[config.mk]
export PLATFORM = sky130hd
export DESIGN_NAME = modbus_adu_receive_framer
export DESIGN_NICKNAME = d
export VERILOG_FILES = /design/src/hw/rtl/mbf_pkg.sv /design/src/hw/rtl/mbf_front.sv /design/src/hw/rtl/mbf_back.sv /design/src/hw/rtl/modbus_adu_receive_framer.sv
export SDC_FILE = /design/constraint.sdc
export NUM_CORES = 1
export LEC_CHECK = 0
export CELL_PAD_IN_SITES_DETAIL_PLACEMENT = 0
export CELL_PAD_IN_SITES_GLOBAL_PLACEMENT = 1
export CORE_UTILIZATION = 45
export DETAILED_ROUTE_END_ITERATION = 10
export DONT_BUFFER_PORTS = 1
export GPL_TIMING_DRIVEN = 0
export PLACE_DENSITY_LB_ADDON = 0.3
export SYNTH_ARGS = -nofsm -noshare
export SYNTH_HDL_FRONTEND = slang
export SYNTH_SLANG_ARGS = --single-unit
[constraint.sdc]
create_clock -name clk -period 7.97 [get_ports clk]
set_clock_uncertainty 0.05 [all_clocks]
set_input_delay 0.3985 -clock clk [delete_from_list [all_inputs] [get_ports clk]]
set_output_delay 0.3985 -clock clk [all_outputs]
set_load 0.01 [all_outputs]
[src/hw/rtl/mbf_pkg.sv]
// Package: shared types, codes and length tables of the receive framer.
package mbf_pkg;

	localparam int unsigned MAX_FRAME_DEF = 260;
	localparam int unsigned QUEUE_DEPTH   = 2;

	localparam logic CMD_BYTE  = 1'b0;
	localparam logic CMD_ABORT = 1'b1;

	localparam logic [1:0] ST_PROGRESS = 2'd0;
	localparam logic [1:0] ST_COMPLETE = 2'd1;
	localparam logic [1:0] ST_TOO_LONG = 2'd2;
	localparam logic [1:0] ST_TIMEOUT  = 2'd3;

	localparam logic [1:0] REG_HEADER    = 2'd0;
	localparam logic [1:0] REG_CHECKSUM  = 2'd1;
	localparam logic [1:0] REG_MAX_FRAME = 2'd2;
	localparam logic [1:0] REG_EXPECT    = 2'd3;

	localparam logic [7:0] FC_WRITE_COIL   = 8'd5;
	localparam logic [7:0] FC_WRITE_REG    = 8'd6;
	localparam logic [7:0] FC_WRITE_COILS  = 8'd15;
	localparam logic [7:0] FC_WRITE_REGS   = 8'd16;
	localparam logic [7:0] FC_REPORT_ID    = 8'd17;
	localparam logic [7:0] FC_MASK_WRITE   = 8'd22;
	localparam logic [7:0] FC_READ_WRITE   = 8'd23;
	localparam logic [7:0] FC_READ_INPUTS  = 8'd4;

	typedef enum logic [1:0] {
		PH_FUNC = 2'd0,
		PH_META = 2'd1,
		PH_DATA = 2'd2
	} phase_t;

	typedef struct packed {
		logic       cmd;
		logic [7:0] rx_byte;
	} in_item_t;

	typedef struct packed {
		logic [1:0] status;
		logic       frame_end;
		logic [7:0] byte_out;
		logic [8:0] byte_position;
		logic [8:0] frame_bytes;
		logic [7:0] function_seen;
	} out_item_t;

	// Classified request as it sits in the queue.
	typedef struct packed {
		logic       abort;
		logic [7:0] data;
	} q_item_t;

	// Length of the meta part after the function code.
	function automatic logic [3:0] meta_length(input logic [7:0] fc, input logic req);
		logic [3:0] m;
		if (req) begin
			if (fc <= FC_WRITE_REG) m = 4'd4;
			else if (fc == FC_WRITE_COILS || fc == FC_WRITE_REGS) m = 4'd5;
			else if (fc == FC_MASK_WRITE) m = 4'd6;
			else if (fc == FC_READ_WRITE) m = 4'd9;
			else m = 4'd0;
		end else begin
			if (fc == FC_WRITE_COIL || fc == FC_WRITE_REG ||
			    fc == FC_WRITE_COILS || fc == FC_WRITE_REGS) m = 4'd4;
			else if (fc == FC_MASK_WRITE) m = 4'd6;
			else m = 4'd1;
		end
		return m;
	endfunction

	// True when the last meta byte gives the data part's byte count.
	function automatic logic has_count(input logic [7:0] fc, input logic req);
		logic h;
		if (req) begin
			h = (fc == FC_WRITE_COILS) || (fc == FC_WRITE_REGS) || (fc == FC_READ_WRITE);
		end else begin
			h = (fc <= FC_READ_INPUTS) || (fc == FC_REPORT_ID) || (fc == FC_READ_WRITE);
		end
		return h;
	endfunction

endpackage

[src/hw/rtl/mbf_front.sv]
// Front end: accepts and classifies requests into a short queue.
module mbf_front import mbf_pkg::*; (
	input  logic     clk,
	input  logic     arst_n,
	input  logic     in_valid,
	output logic     in_stall,
	input  in_item_t in_item,
	output logic     q_valid,
	output q_item_t  q_item,
	input  logic     q_pop
);

	localparam int unsigned PW = (QUEUE_DEPTH > 1) ? $clog2(QUEUE_DEPTH) : 1;
	localparam int unsigned CW = $clog2(QUEUE_DEPTH + 1);

	q_item_t        q_mem_q [QUEUE_DEPTH];
	logic [PW-1:0]  wr_ptr_q;
	logic [PW-1:0]  rd_ptr_q;
	logic [CW-1:0]  cnt_q;
	logic           push;
	q_item_t        cls;

	assign in_stall = (cnt_q == CW'(QUEUE_DEPTH));
	assign push     = in_valid && !in_stall;
	assign q_valid  = (cnt_q != '0);
	assign q_item   = q_mem_q[rd_ptr_q];

	// Classify: an abort carries no byte.
	always_comb begin
		cls.abort = (in_item.cmd == CMD_ABORT);
		cls.data  = cls.abort ? 8'd0 : in_item.rx_byte;
	end

	always_ff @(posedge clk) begin
		if (push) begin
			q_mem_q[wr_ptr_q] <= cls;
		end
	end

	always_ff @(posedge clk or negedge arst_n) begin
		if (!arst_n) begin
			wr_ptr_q <= '0;
			rd_ptr_q <= '0;
			cnt_q    <= '0;
		end else begin
			if (push) begin
				wr_ptr_q <= (wr_ptr_q == PW'(QUEUE_DEPTH - 1)) ? '0 : wr_ptr_q + PW'(1);
			end
			if (q_pop) begin
				rd_ptr_q <= (rd_ptr_q == PW'(QUEUE_DEPTH - 1)) ? '0 : rd_ptr_q + PW'(1);
			end
			case ({push, q_pop})
				2'b10:   cnt_q <= cnt_q + CW'(1);
				2'b01:   cnt_q <= cnt_q - CW'(1);
				default: cnt_q <= cnt_q;
			endcase
		end
	end

endmodule

[src/hw/rtl/mbf_back.sv]
// Back end: frame length tracking, configuration registers and result register.
module mbf_back import mbf_pkg::*; #(
	parameter int unsigned MAX_FRAME = MAX_FRAME_DEF
) (
	input  logic      clk,
	input  logic      arst_n,
	input  logic      cfg_we,
	input  logic [1:0] cfg_index,
	input  logic [8:0] cfg_data,
	input  logic      q_valid,
	input  q_item_t   q_item,
	output logic      q_pop,
	output logic      out_valid,
	input  logic      out_stall,
	output out_item_t out_item
);

	localparam logic [8:0] MAX_LIM = 9'(MAX_FRAME);

	logic [2:0] header_q;
	logic [1:0] checksum_q;
	logic [8:0] max_frame_q;
	logic       expect_q;

	phase_t     phase_q, phase_n;
	logic [8:0] left_q, left_n;
	logic [8:0] so_far_q, so_far_n;
	logic [7:0] fc_q, fc_n;
	logic [7:0] cnt_q, cnt_n;

	logic       advance;
	logic [1:0] status;
	logic [8:0] pos;
	logic [3:0] meta_len;
	logic       meta_done;
	logic [8:0] data_len;
	logic [9:0] total;
	logic [8:0] limit;

	out_item_t  res;
	out_item_t  out_q;
	logic       out_valid_q;

	assign advance   = !out_valid_q || !out_stall;
	assign q_pop     = q_valid && advance;
	assign out_valid = out_valid_q;
	assign out_item  = out_q;
	assign limit     = (max_frame_q < MAX_LIM) ? max_frame_q : MAX_LIM;

	// Next state of the framer for the request at the head of the queue.
	always_comb begin
		phase_n   = phase_q;
		left_n    = left_q;
		so_far_n  = so_far_q;
		fc_n      = fc_q;
		cnt_n     = cnt_q;
		status    = ST_PROGRESS;
		pos       = so_far_q;
		meta_done = 1'b0;
		meta_len  = '0;
		data_len  = '0;
		total     = '0;
		if (q_item.abort) begin
			status = ST_TIMEOUT;
		end else begin
			so_far_n = so_far_q + 9'd1;
			if (left_q != '0) left_n = left_q - 9'd1;
			if (phase_q == PH_META) cnt_n = q_item.data;
			if (phase_q == PH_FUNC && left_n == '0) fc_n = q_item.data;
			if (left_n == '0) begin
				if (phase_q == PH_FUNC) begin
					meta_len = meta_length(fc_n, expect_q);
					if (meta_len != '0) begin
						phase_n = PH_META;
						left_n  = 9'(meta_len);
					end else begin
						meta_done = 1'b1;
					end
				end else if (phase_q == PH_META) begin
					meta_done = 1'b1;
				end else begin
					status = ST_COMPLETE;
				end
				if (meta_done) begin
					data_len = (has_count(fc_n, expect_q) ? 9'(cnt_n) : 9'd0)
					           + 9'(checksum_q);
					total    = 10'(so_far_n) + 10'(data_len);
					if (total > 10'(limit)) begin
						status = ST_TOO_LONG;
					end else begin
						phase_n = PH_DATA;
						left_n  = data_len;
						if (data_len == '0) status = ST_COMPLETE;
					end
				end
			end
		end
	end

	// Result fields for the request.
	always_comb begin
		res.status        = status;
		res.frame_end     = (status != ST_PROGRESS);
		res.byte_out      = q_item.data;
		res.byte_position = q_item.abort ? 9'd0 : pos;
		res.frame_bytes   = so_far_n;
		res.function_seen = q_item.abort ? fc_q : fc_n;
	end

	always_ff @(posedge clk or negedge arst_n) begin
		if (!arst_n) begin
			header_q    <= 3'd1;
			checksum_q  <= 2'd2;
			max_frame_q <= 9'd256;
			expect_q    <= 1'b0;
		end else if (cfg_we) begin
			case (cfg_index)
				REG_HEADER:    header_q    <= cfg_data[2:0];
				REG_CHECKSUM:  checksum_q  <= cfg_data[1:0];
				REG_MAX_FRAME: max_frame_q <= cfg_data;
				REG_EXPECT:    expect_q    <= cfg_data[0];
				default:       header_q    <= header_q;
			endcase
		end
	end

	always_ff @(posedge clk or negedge arst_n) begin
		if (!arst_n) begin
			phase_q  <= PH_FUNC;
			left_q   <= 9'd2;
			so_far_q <= '0;
			fc_q     <= '0;
			cnt_q    <= '0;
		end else if (q_pop) begin
			if (status != ST_PROGRESS) begin
				phase_q  <= PH_FUNC;
				left_q   <= 9'(header_q) + 9'd1;
				so_far_q <= '0;
				fc_q     <= '0;
				cnt_q    <= '0;
			end else begin
				phase_q  <= phase_n;
				left_q   <= left_n;
				so_far_q <= so_far_n;
				fc_q     <= fc_n;
				cnt_q    <= cnt_n;
			end
		end else if (cfg_we && cfg_index == REG_HEADER &&
		             so_far_q == '0 && phase_q == PH_FUNC) begin
			// Reload the header count while no byte of the frame has arrived.
			left_q <= 9'(cfg_data[2:0]) + 9'd1;
		end
	end

	always_ff @(posedge clk or negedge arst_n) begin
		if (!arst_n) begin
			out_valid_q <= 1'b0;
		end else if (advance) begin
			out_valid_q <= q_valid;
		end
	end

	always_ff @(posedge clk) begin
		if (q_pop) begin
			out_q <= res;
		end
	end

endmodule

[src/hw/rtl/modbus_adu_receive_framer.sv]
// A request is held in the queue and then registered in the result register before it shows at the output.
// Throughput: one request per cycle while the output does not stall; the back end's length update sets the pace.
// A two-entry queue lets input keep flowing for two requests while the output stalls.
// Reset (arst_n low, asynchronous) empties the queue and the result register, loads
// the register reset values and starts a new frame with the function phase.
// Top level: Modbus ADU receive framer.
module modbus_adu_receive_framer import mbf_pkg::*; #(
	parameter int unsigned MAX_FRAME = MAX_FRAME_DEF
) (
	input  logic       clk,
	input  logic       arst_n,
	input  logic       in_valid,
	output logic       in_stall,
	input  in_item_t   in_item,
	output logic       out_valid,
	input  logic       out_stall,
	output out_item_t  out_item,
	input  logic       cfg_we,
	input  logic [1:0] cfg_index,
	input  logic [8:0] cfg_data
);

	// Queue head between front and back end.
	logic    q_valid;
	q_item_t q_item;
	logic    q_pop;

	// Front end: take each request, mark aborts, hold it in the queue.
	mbf_front u_front (
		.clk      (clk),
		.arst_n   (arst_n),
		.in_valid (in_valid),
		.in_stall (in_stall),
		.in_item  (in_item),
		.q_valid  (q_valid),
		.q_item   (q_item),
		.q_pop    (q_pop)
	);

	// Back end: advance the framer state whenever the result register frees up,
	// so a waiting result never blocks the queue from filling.
	mbf_back #(
		.MAX_FRAME (MAX_FRAME)
	) u_back (
		.clk       (clk),
		.arst_n    (arst_n),
		.cfg_we    (cfg_we),
		.cfg_index (cfg_index),
		.cfg_data  (cfg_data),
		.q_valid   (q_valid),
		.q_item    (q_item),
		.q_pop     (q_pop),
		.out_valid (out_valid),
		.out_stall (out_stall),
		.out_item  (out_item)
	);

endmodule

Yosys cells after proc, flatten, opt, wreduce, memory -nomap -nowiden
Memories as Yosys holds them, arrays and structs flattened.
Index checks and enable logic that the tools add are counted.
{"block": "totals", "n_memories": 1, "word_cells": 149, "inputBits": 25, "ff_bits": 93, "mem_bits_rw": 18, "out_inout_bits": 39}
{"block": "op_classes", "eq_ne": 16, "n_mux": 63, "n_lt_le_gt_ge": 4, "n_reduce_logical": 36, "n_addsub": 10}
{"name": "u_front.q_mem_q", "depth": 2, "word_bits": 9, "read_ports": 1, "rd_clocked_by_memory_dff": 0, "wr": 1, "line": "mbf_front.sv:16", "rtl": "q_item_t q_mem_q [QUEUE_DEPTH];"}
{"op": "9-bit 2-to-1 mux", "n": 14}
{"op": "8-bit 2-to-1 mux", "n": 11}
{"op": "4-bit 2-to-1 mux", "n": 9}
{"op": "8-bit by 5-bit equality test with 1-bit output, second input constant", "n": 4}
{"op": "9-bit logical NOT", "n": 3}
{"op": "2-bit 2-to-1 mux", "n": 13}
{"op": "8-bit by 3-bit equality test with 1-bit output, second input constant", "n": 2}
{"op": "8-bit by 3-bit <= comparator with 1-bit output, second input constant", "n": 2}
{"op": "1-bit 2-to-1 mux", "n": 14}
{"op": "2-bit AND reduction", "n": 6}
{"op": "9-bit by 9-bit adder with 10-bit output", "n": 1}
{"op": "10-bit by 9-bit > comparator with 1-bit output", "n": 1}
{"op": "2-bit nonzero test", "n": 5}
{"op": "9-bit by 1-bit adder with 9-bit output, second input constant", "n": 1}
{"op": "9-bit by 2-bit adder with 9-bit output", "n": 1}
{"op": "9-bit < comparator, second input constant", "n": 1}
{"op": "9-bit nonzero test", "n": 1}
{"op": "9-bit by 1-bit subtractor with 9-bit output, second input constant", "n": 1}
{"op": "3-bit by 1-bit adder with 4-bit output, second input constant", "n": 2}
{"op": "2-bit equality test, second input constant", "n": 4}
{"op": "8-bit by 4-bit equality test with 1-bit output, second input constant", "n": 1}
{"op": "1-bit logical OR", "n": 8}
{"op": "2-bit by 1-bit equality test with 1-bit output, second input constant", "n": 3}
{"op": "1-bit logical AND", "n": 6}
{"op": "11 further kinds", "n": 15}

Logic depth before layout (Yosys ltp)
Gate-level depths: netlist of run 1.
{"block": "logic_depth", "depth_word": 35, "ltp_mapped": 34, "mapped_depth_nobuf": 30}

Cells and area by module
Synthesis of run 1 repeated with hierarchy kept, for this count alone.
{"block": "unflattened", "hier_cells": 673, "hier_area_um2": 6844.1}
{"module": "mbf_back", "area_each_um2": 5954.5, "cells_per_inst": 620, "n_inst": 1, "seq_area_each_um2": 2417.3}
{"module": "mbf_front", "area_each_um2": 889.6, "cells_per_inst": 53, "n_inst": 1, "seq_area_each_um2": 640.6}

Worst setup path after synthesis of run 1
OpenSTA, ideal clock, no wires.
{"block": "synth_path", "path_kind": "register -> register", "start": "reg u_back.left_q[2]", "end": "reg u_back.left_q[0]", "period_less_slack_ns": 7.456, "stages_incl_launch_ff": 31, "setup_time_ns": 0.132, "path_slack_ns": 0.514, "required_time_ns": 7.788, "path_buffers": 4, "arrival_ns": 7.274, "cell_sequence": "dfrtp_1 > buf_6 > or4_4 > or4_1 > o211ai_1 > or4_1 > buf_2 > mux2_4 > clkbuf_1 > a21oi_1 > ha_1 > a21o_1 > and3_1 > or2_2 > nor2b_1 > ha_1 > and3_1 > a2111oi_0 > a21oi_1 > xor2_1 > ha_1 > nand4_1 > o32a_1 > o21ai_0 > and3_1 > nand2b_1 > nor4_4 > o21ai_2 > buf_4 > a221oi_1 > o21ai_1"}
{"block": "synth_between", "elab_chain_len": 27, "word_cells_on_any_way": 64, "classes_between": "add/sub: 3; order compare: 3; eq/ne: 8; mux: 36; reduce/logical: 14"}
{"item": "start, declared", "line": "mbf_back.sv:26", "rtl": "logic [8:0] left_q, left_n;"}
{"item": "start signal, assigned", "line": "mbf_back.sv:137", "rtl": "left_q <= 9'(header_q) + 9'd1;"}
{"item": "start signal, assigned", "line": "mbf_back.sv:143", "rtl": "left_q <= left_n;"}
{"item": "start signal, assigned", "line": "mbf_back.sv:151", "rtl": "left_q <= 9'(cfg_data[2:0]) + 9'd1;"}
{"item": "9-bit by 1-bit subtractor with 9-bit output or 9-bit nonzero test (tied branches)", "line": "mbf_back.sv:67", "rtl": "if (left_q != '0) left_n = left_q - 9'd1;"}
{"item": "9-bit 2-to-1 mux (*)", "line": "mbf_back.sv:67"}
{"item": "9-bit 2-to-1 mux (*)", "line": "mbf_back.sv:63", "rtl": "if (q_item.abort) begin"}
{"item": "branches (longest 24 deep; another with 8-bit by 3-bit <= comparator with 1-bit output)"}
Every way passes the cells marked *. The select of a mux whose other input is x is not followed.
A chain may end at the register's enable or synchronous reset.

Final worst setup path of run 1
{"block": "layout_path", "start": "reg u_back.left_q[2]", "end": "reg u_back.cnt_q[0]"}
{"block": "layout_between", "elab_chain_len": 27, "word_cells_on_any_way": 57, "classes_between": "add/sub: 3; order compare: 3; eq/ne: 8; mux: 29; reduce/logical: 14"}
{"item": "9-bit by 1-bit subtractor with 9-bit output or 9-bit nonzero test (tied branches)", "line": "mbf_back.sv:67"}
{"item": "9-bit 2-to-1 mux (*)", "line": "mbf_back.sv:67"}
{"item": "9-bit 2-to-1 mux (*)", "line": "mbf_back.sv:63"}
{"item": "9-bit logical NOT (*)", "line": "mbf_back.sv:69, mbf_back.sv:70"}
{"item": "branches (longest 18 deep; another with 9-bit by 2-bit adder with 9-bit output)"}
{"item": "2-bit 2-to-1 mux (*)", "line": "mbf_back.sv:70", "rtl": "if (left_n == '0) begin"}
{"item": "2-bit 2-to-1 mux (*)", "line": "mbf_back.sv:63"}
{"item": "2-bit nonzero test (*)", "line": "mbf_back.sv:135", "rtl": "if (status != ST_PROGRESS) begin"}
{"item": "2-bit != test (no line)"}
{"item": "2-bit AND reduction (no line)"}
{"item": "end signal, assigned", "line": "mbf_back.sv:146", "rtl": "cnt_q <= cnt_n;"}
{"item": "end, declared", "line": "mbf_back.sv:29", "rtl": "logic [7:0] cnt_q, cnt_n;"}
Marks and branches as above.

==> flow_summary.yaml, run 1 <==
setup_path:
  worstPathRequired_ns: 8.21
  crit-reg2reg-launch: "u_back.left_q[2]"
  startpoint: "u_back.left_q[2]"
  crit_type: "register to register"
  cp_slowest_stage_delay_ns: 0.59
  crit_arrival_ns: 7.94
  crit_top_cell: "ha_1"
  crit_path_end_kind: "register"
  path_max_fanout: 10
  cp_top_family: "simple AND/OR/NAND/NOR gates"
  critPathSlowestCell: "or4_4"
  rrSetupSlack_ns: 0.28
  crit_path_start_kind: "register"
  path_buf_inv: 4
detailed_routing:
  antenna_left: 0
  via_count: 5157
  firstDrtPassIters: 5
  vias_per_cell: 5.93
  top_layer_used: "met4"
  drc_errors: 0
  wl_met3_um: 725
  wl_met1_um: 7240
  drt-initial-drc-count: 361
  wl_per_cell_um: 19.1
  met2_length_um: 8180
  wl_um: 16600
clocking:
  cts_root_buf: "clkbuf_16"
  numCtsBuffers: 9
  clk_latency_ns: 0.36
  clockBufferDepth: 2
  clkTransAtPathRegs_ns: 0.07
  tritoncts: "done"
  cts_max_level: 3
  cts_sinks: 111
synth:
  synth.cell_area_um2: 6620
  netlist.area_leader.share_pct: 24.9
  syn_area_per_cell_um2: 10.1
  synth_area_leaders: "edfxtp_1 25%, dfrtp_1 20%, ha_1 5.1%"
  synth-seq-cells: 111
  yosys_warnings: 0
  synth_most_common_cell: "nand2_1"
  synth_nets: 710
  synthArstFlopShare_pct: 50.5
  synth_top_area_cell: "edfxtp_1"
  synthTopCellsByCount: "65 x nand2_1, 55 x edfxtp_1, 52 x dfrtp_1"
  ys_types: 72
  synth_edf_count: 55
  synth_ff_type: "edfxtp_1"
  synth_cells: 656
  seq_area_frac_synth_pct: 46.2
timing:
  hold_viol_final: 0
  setup_viol: 0
  clock.fmax_mhz: 130
  layout_min_cycle_time_ns: 7.69
  worst_pin_slew_ns: 1.23
  drv_slew: 0
  fin_crit_sh_pct: 96.5
  tns_ns: 0
  max-slew-margin-rel_pct: 16.0
pwr:
  p_seq_share_pct: 34.8
  clkPwrFrac_pct: 16.8
  p_int_mw: 1.62
  p_switching_mw: 1.24
  swShare_pct: 43.4
  p_leak_nw: 2.96
  comb_power_share_pct: 48.4
  p_per_area_nw_per_um2: 383
  ir_worst_vdd_mv: 0.158
die:
  row_count: 43
  start_util_pct: 47.0
  core_um2: 14100
  pin_count: 64
  die_x_um: 123
  dieHeight_um: 123
  dieArea_um2: 15200
finish:
  finalInstanceArea_um2: 7460
  diodes: 0
  syn_to_final_growth_pct: 12.6
  final_nets: 738
  drive_above_1_share_pct: 14.9
placed_design:
  placed_cell_area_um2: 6880
  dp_hpwl_um: 12000
  portBuffers: 0
  gp_congestion: 0.912
global_routing:
  grt_pass1_vias: 4843
  grtUsageTotal_pct: 22.2
  grt_start_max_net_pins: 57
  antenna_found_initial: 0
  grt_overflow: 0
  grt_pass1_wl_um: 25400
flow_run:
  cap_violations: 0
worst_hold_path:
  hp-start: "in_item[8]"
  min_path_type: "primary input to register"
outcome:
  status: "finished, final reports clean"
[layout by cell type, fill, tap and decap left out, types with 7 or more instances in the layout]
cell type and instances:
nand2_1 65, edfxtp_1 55, dfrtp_1 51, nor2_1 42, a21oi_1 31, xnor2_1 27
o21ai_0 27, ha_1 26, nand3_1 25, inv_1 22, mux2_2 22, clkbuf_1 20
nor2b_1 14, nand2b_1 13, nor3_1 13, buf_4 13, mux2i_1 11, and2_1 10
xor2_1 10, nor4_1 9, o31ai_1 9, clkbuf_16 9, or3_1 8, o211ai_1 7
nand3b_1 7
[final cells by class]
class | instances | area, um^2
Sequential cell | 111 | 3060
Tap cell | 180 | 225
Buffer | 30 | 151
Timing Repair Buffer | 18 | 185
Fill cell | 1294 | 6640
Multi-Input combinational cell | 491 | 3430
Clock buffer | 9 | 225
Inverter | 23 | 86.3
Clock inverter | 7 | 88.8
[registers in the layout, summed over array words and instances, names as in the netlist]
register / flops
u_back.checksum_q: 2
u_back.cnt_q: 8
u_back.expect_q: 1
u_back.fc_q: 8
u_back.header_q: 3
u_back.left_q: 9
u_back.max_frame_q: 9
u_back.out_item: 37
u_back.out_valid: 1
u_back.phase_q: 2
u_back.pos: 9
u_front.cnt_q: 2
u_front.q_mem_q: 18
u_front.rd_ptr_q: 1
u_front.wr_ptr_q: 1
[cell families (layout without fill, tap and decap cells)]
kind of cell	count (synthesis)	count (layout)	synth area share, %
buffers and inverters	55	87	3.48
AO/OA/AOI/OAI	144	144	14.4
XOR/XNOR	38	38	5.03
AND/OR/NAND/NOR	244	245	19.4
multiplexers	35	35	5.78
adder cells (fa/ha/maj)	29	29	5.71
flip-flops	111	111	46.2
[metrics by stage]
| step | utilization (%) | total power [mW] | hold slack, ns | std cells | setup slack, ns |
|---|---|---|---|---|---|
| global route | 52.9 | 3.03 | 0.0726 | 869 | -0.00596 |
| detailed placement | 48.8 | 2.25 | 0.0565 | 837 | -0.954 |
| finish | 52.9 | 2.86 | 0.0830 | 869 | 0.276 |
| CTS | 51.7 | 2.76 | 0.0766 | 855 | 0.0362 |
| floorplan | - | 1.88 | 0.0529 | 656 | 0.514 |
| global placement | 48.6 | 2.20 | 0.0562 | 836 | -0.891 |
[per-layer routing]
layer / vias to the layer above / GRT usage (%)
met5: - / 0
li1: 2444 / -
met1: 2508 / 28.7
met2: 177 / 37.2
met4: 0 / 7.61
met3: 28 / 4.34
[final timing paths]
path                                    endpoint  cells after the start
max                              u_back.cnt_q[0]                     30
min in group asynchronous         u_back.fc_q[5]                      2
max reg2reg                      u_back.cnt_q[0]                     30
min                        u_front.q_mem_q[0][8]                      0
max in group asynchronous  u_back.max_frame_q[8]                      2
min reg2reg                      u_back.cnt_q[7]                      2
[worst reg2reg max path, delay by kind of cell (launching register included)]
family / cells / cell delay (ns)
adders and majority gates: 3 / 0.90
and+or+nand+nor: 11 / 2.95
buffers and inverters: 4 / 0.71
AOI/OAI and AO/OA: 10 / 2.11
xor gates and xnor gates: 1 / 0.17
muxes: 1 / 0.33
DFF: 1 / 0.37
[power groups by stage]
stage | sequential (mW) | clock (mW) | combinational [mW]
floorplan | 0.968 | 0 | 0.911
global placement | 1.00 | 0 | 1.20
detailed placement | 1.01 | 0 | 1.24
CTS | 0.996 | 0.485 | 1.28
global route | 1.02 | 0.508 | 1.50
finish | 0.995 | 0.479 | 1.38
[what timing repair did]
item | 4_1_cts | 5_1_grt
endpoints found under the hold margin | 56 | 0
hold buffers | 2 | 0
pin swaps | 1 | 9
gates cloned | 0 | 3
endpoints found under the setup margin | 37 | 36
setup buffers | 1 | 12
gates resized for setup | 12 | 14
Power figures use the tool's default switching activity.
==> run 2, diff against run 1 <==
--- a/config.mk
+++ b/config.mk
@@ -8,5 +8,5 @@
 export CELL_PAD_IN_SITES_DETAIL_PLACEMENT = 0
 export CELL_PAD_IN_SITES_GLOBAL_PLACEMENT = 1
-export CORE_UTILIZATION = 45
+export CORE_UTILIZATION = 46
 export DETAILED_ROUTE_END_ITERATION = 10
 export DONT_BUFFER_PORTS = 1
==> constraint.sdc (replaced) <==
create_clock -name clk -period 7.97 [get_ports clk]
set_clock_uncertainty 0.05 [all_clocks]
set_input_delay 0.797 -clock clk [delete_from_list [all_inputs] [get_ports clk]]
set_output_delay 0.797 -clock clk [all_outputs]
set_load 0.01 [all_outputs]
==> run 2 against run 1 <==
Flip-flop and latch count unchanged. Register-to-register slack better by 0.02 ns. Sequential share of layout area up 0.43 points. First-iteration DRC count up 19%. Critical endpoint is now u_back.left_q[2]. Highest routed layer unchanged.
==> flow_summary.yaml, run 2 (same netlist as run 1, synthesis figures left out) <==
timing:
  drv_slew: 0
  fin_crit_sh_pct: 96.2
  layout_min_cycle_time_ns: 7.67
  rsz0062_at_grt: "false"
  hold_viol_final: 0
  layout_setup_ws_ns: 0.300
  setup_viol: 0
  worst_pin_slew_ns: 1.22
  clock.fmax_mhz: 130
  max-slew-margin-rel_pct: 16.6
  whs_ns: 0.0758
placed_design:
  place_inst: 837
  dp_hpwl_um: 11700
  portBuffers: 0
  gp_congestion: 0.891
  pre_cts_slack_ns: -0.946
  placed_cell_area_um2: 6870
setup_path:
  crit_path_end_kind: "register"
  crit_path_start_kind: "register"
  crit_arrival_ns: 7.86
  crit_type: "register to register"
  worstPathRequired_ns: 8.16
  r2r_end: "u_back.left_q[2]"
  rr_worst_depth: 29
  rrSetupSlack_ns: 0.30
  cp_slowest_stage_delay_ns: 0.59
  endpoint: "u_back.left_q[2]"
  path_max_fanout: 10
  critPathSlowestCell: "or4_4"
  crit-reg2reg-launch: "u_back.left_q[2]"
  crit_top_cell: "ha_1"
  startpoint: "u_back.left_q[2]"
pwr:
  p_int_mw: 1.57
  clkPwrFrac_pct: 15.9
  p_per_area_nw_per_um2: 376
  comb_power_share_pct: 48.2
  p_switching_mw: 1.20
  swShare_pct: 43.4
  ir_worst_vdd_mv: 0.206
  p_seq_share_pct: 35.9
  total_power_mw: 2.77
  p_leak_nw: 2.92
global_routing:
  grt_pass1_vias: 4829
  grtUsageTotal_pct: 22.5
  grt_pass1_wl_um: 25500
  antenna_found_initial: 0
  grt_overflow: 0
  grt_start_max_net_pins: 57
clocking:
  cts_root_buf: "clkbuf_16"
  tritoncts: "done"
  numCtsBuffers: 9
  clk_latency_ns: 0.36
  cts_sinks: 111
  clkTransAtPathRegs_ns: 0.08
  cts_max_level: 3
  clockBufferDepth: 2
die:
  dieHeight_um: 122
  die_x_um: 122
  core_um2: 14000
  row_count: 43
  pin_count: 64
  dieArea_um2: 14900
  start_util_pct: 47.3
finish:
  final_cell_mix: "65 x nand2_1, 55 x edfxtp_1, 51 x dfrtp_1"
  final_nets: 732
  final_common_cell: "nand2_1"
  largest_reg_flops: 37
  diodes: 0
  layout.cells.non_filler: 863
  drive_above_1_share_pct: 15.2
  fillCellCount: 1248
  finalInstanceArea_um2: 7380
  syn_to_final_growth_pct: 11.4
detailed_routing:
  via_count: 5081
  wl_per_cell_um: 18.5
  antenna_left: 0
  vias_per_cell: 5.89
  firstDrtPassIters: 5
  wl_um: 15900
  drt-initial-drc-count: 430
  drc_errors: 0
flow_run:
  cap_violations: 0
outcome:
  status: "finished, final reports clean"
worst_hold_path:
  min_path_type: "primary input to asynchronous set/reset pin"
## run 2: critical path, delay by kind of cell (launching register included)
family          cells  cell delay (ns)
xor+xnor            1             0.16
mux                 1             0.34
compound gates      9             1.91
flops               1             0.38
buf+inv             3             0.49
simple gates       12             3.32
fa+ha+maj           3             0.90
## run 2: through the flow
step | utilization [%] | TNS [ns]
after floorplan | - | 0
after global routing | 52.7 | 0
after detailed placement | 49.1 | -29.74
final | 52.7 | 0
after global placement | 49.0 | -26.44
after CTS | 51.6 | 0
## run 2: routing by layer
metal / vias to the layer above / track usage [%] / wire [um]
met5: - / 0 / 0
met4: 0 / 7.02 / 254
met3: 18 / 4.45 / 902
met2: 181 / 36.9 / 7700
met1: 2448 / 29.9 / 7070
li1: 2434 / - / -
## run 2: cell type report
type / instances / area (um^2) / area share [%]
Buffer: 30 / 153 / 2.07
Clock inverter: 7 / 65.1 / 0.882
Multi-Input combinational cell: 490 / 3450 / 46.8
Sequential cell: 111 / 3060 / 41.5
Clock buffer: 9 / 225 / 3.05
Inverter: 23 / 86.3 / 1.17
Tap cell: 180 / 225 / 3.05
Timing Repair Buffer: 13 / 110 / 1.49
## run 2: power groups by stage
stage          registers [mW]  logic, mW  clock network, mW
2_1_floorplan           0.968      0.911                  0
3_3_place_gp             1.00       1.19                  0
3_5_place_dp             1.00       1.22                  0
4_1_cts                 0.994       1.25              0.452
5_1_grt                  1.02       1.46              0.472
6_report                0.996       1.34              0.441
## run 2: worst min-delay path by stage
| stage | to | slack [ns] | depth (start not counted) |
|---|---|---|---|
| global placement | u_back.cnt_q[6] | 0.41 | 2 |
| floorplan | u_back.cnt_q[6] | 0.40 | 2 |
| global route | u_back.phase_q[1] | 0.06 | 0 |
| CTS | u_back.phase_q[1] | 0.06 | 0 |
| detailed placement | u_back.cnt_q[1] | 0.43 | 1 |
| finish | u_back.phase_q[1] | 0.08 | 0 |
## run 2: what timing repair did
item                       in CTS  in global routing
cloned                          0                  0
hold buffers                    0                  0
resized for setup              10                 24
setup buffers                   1                 11
pin swaps                       1                  6
setup endpoints to repair      37                 36
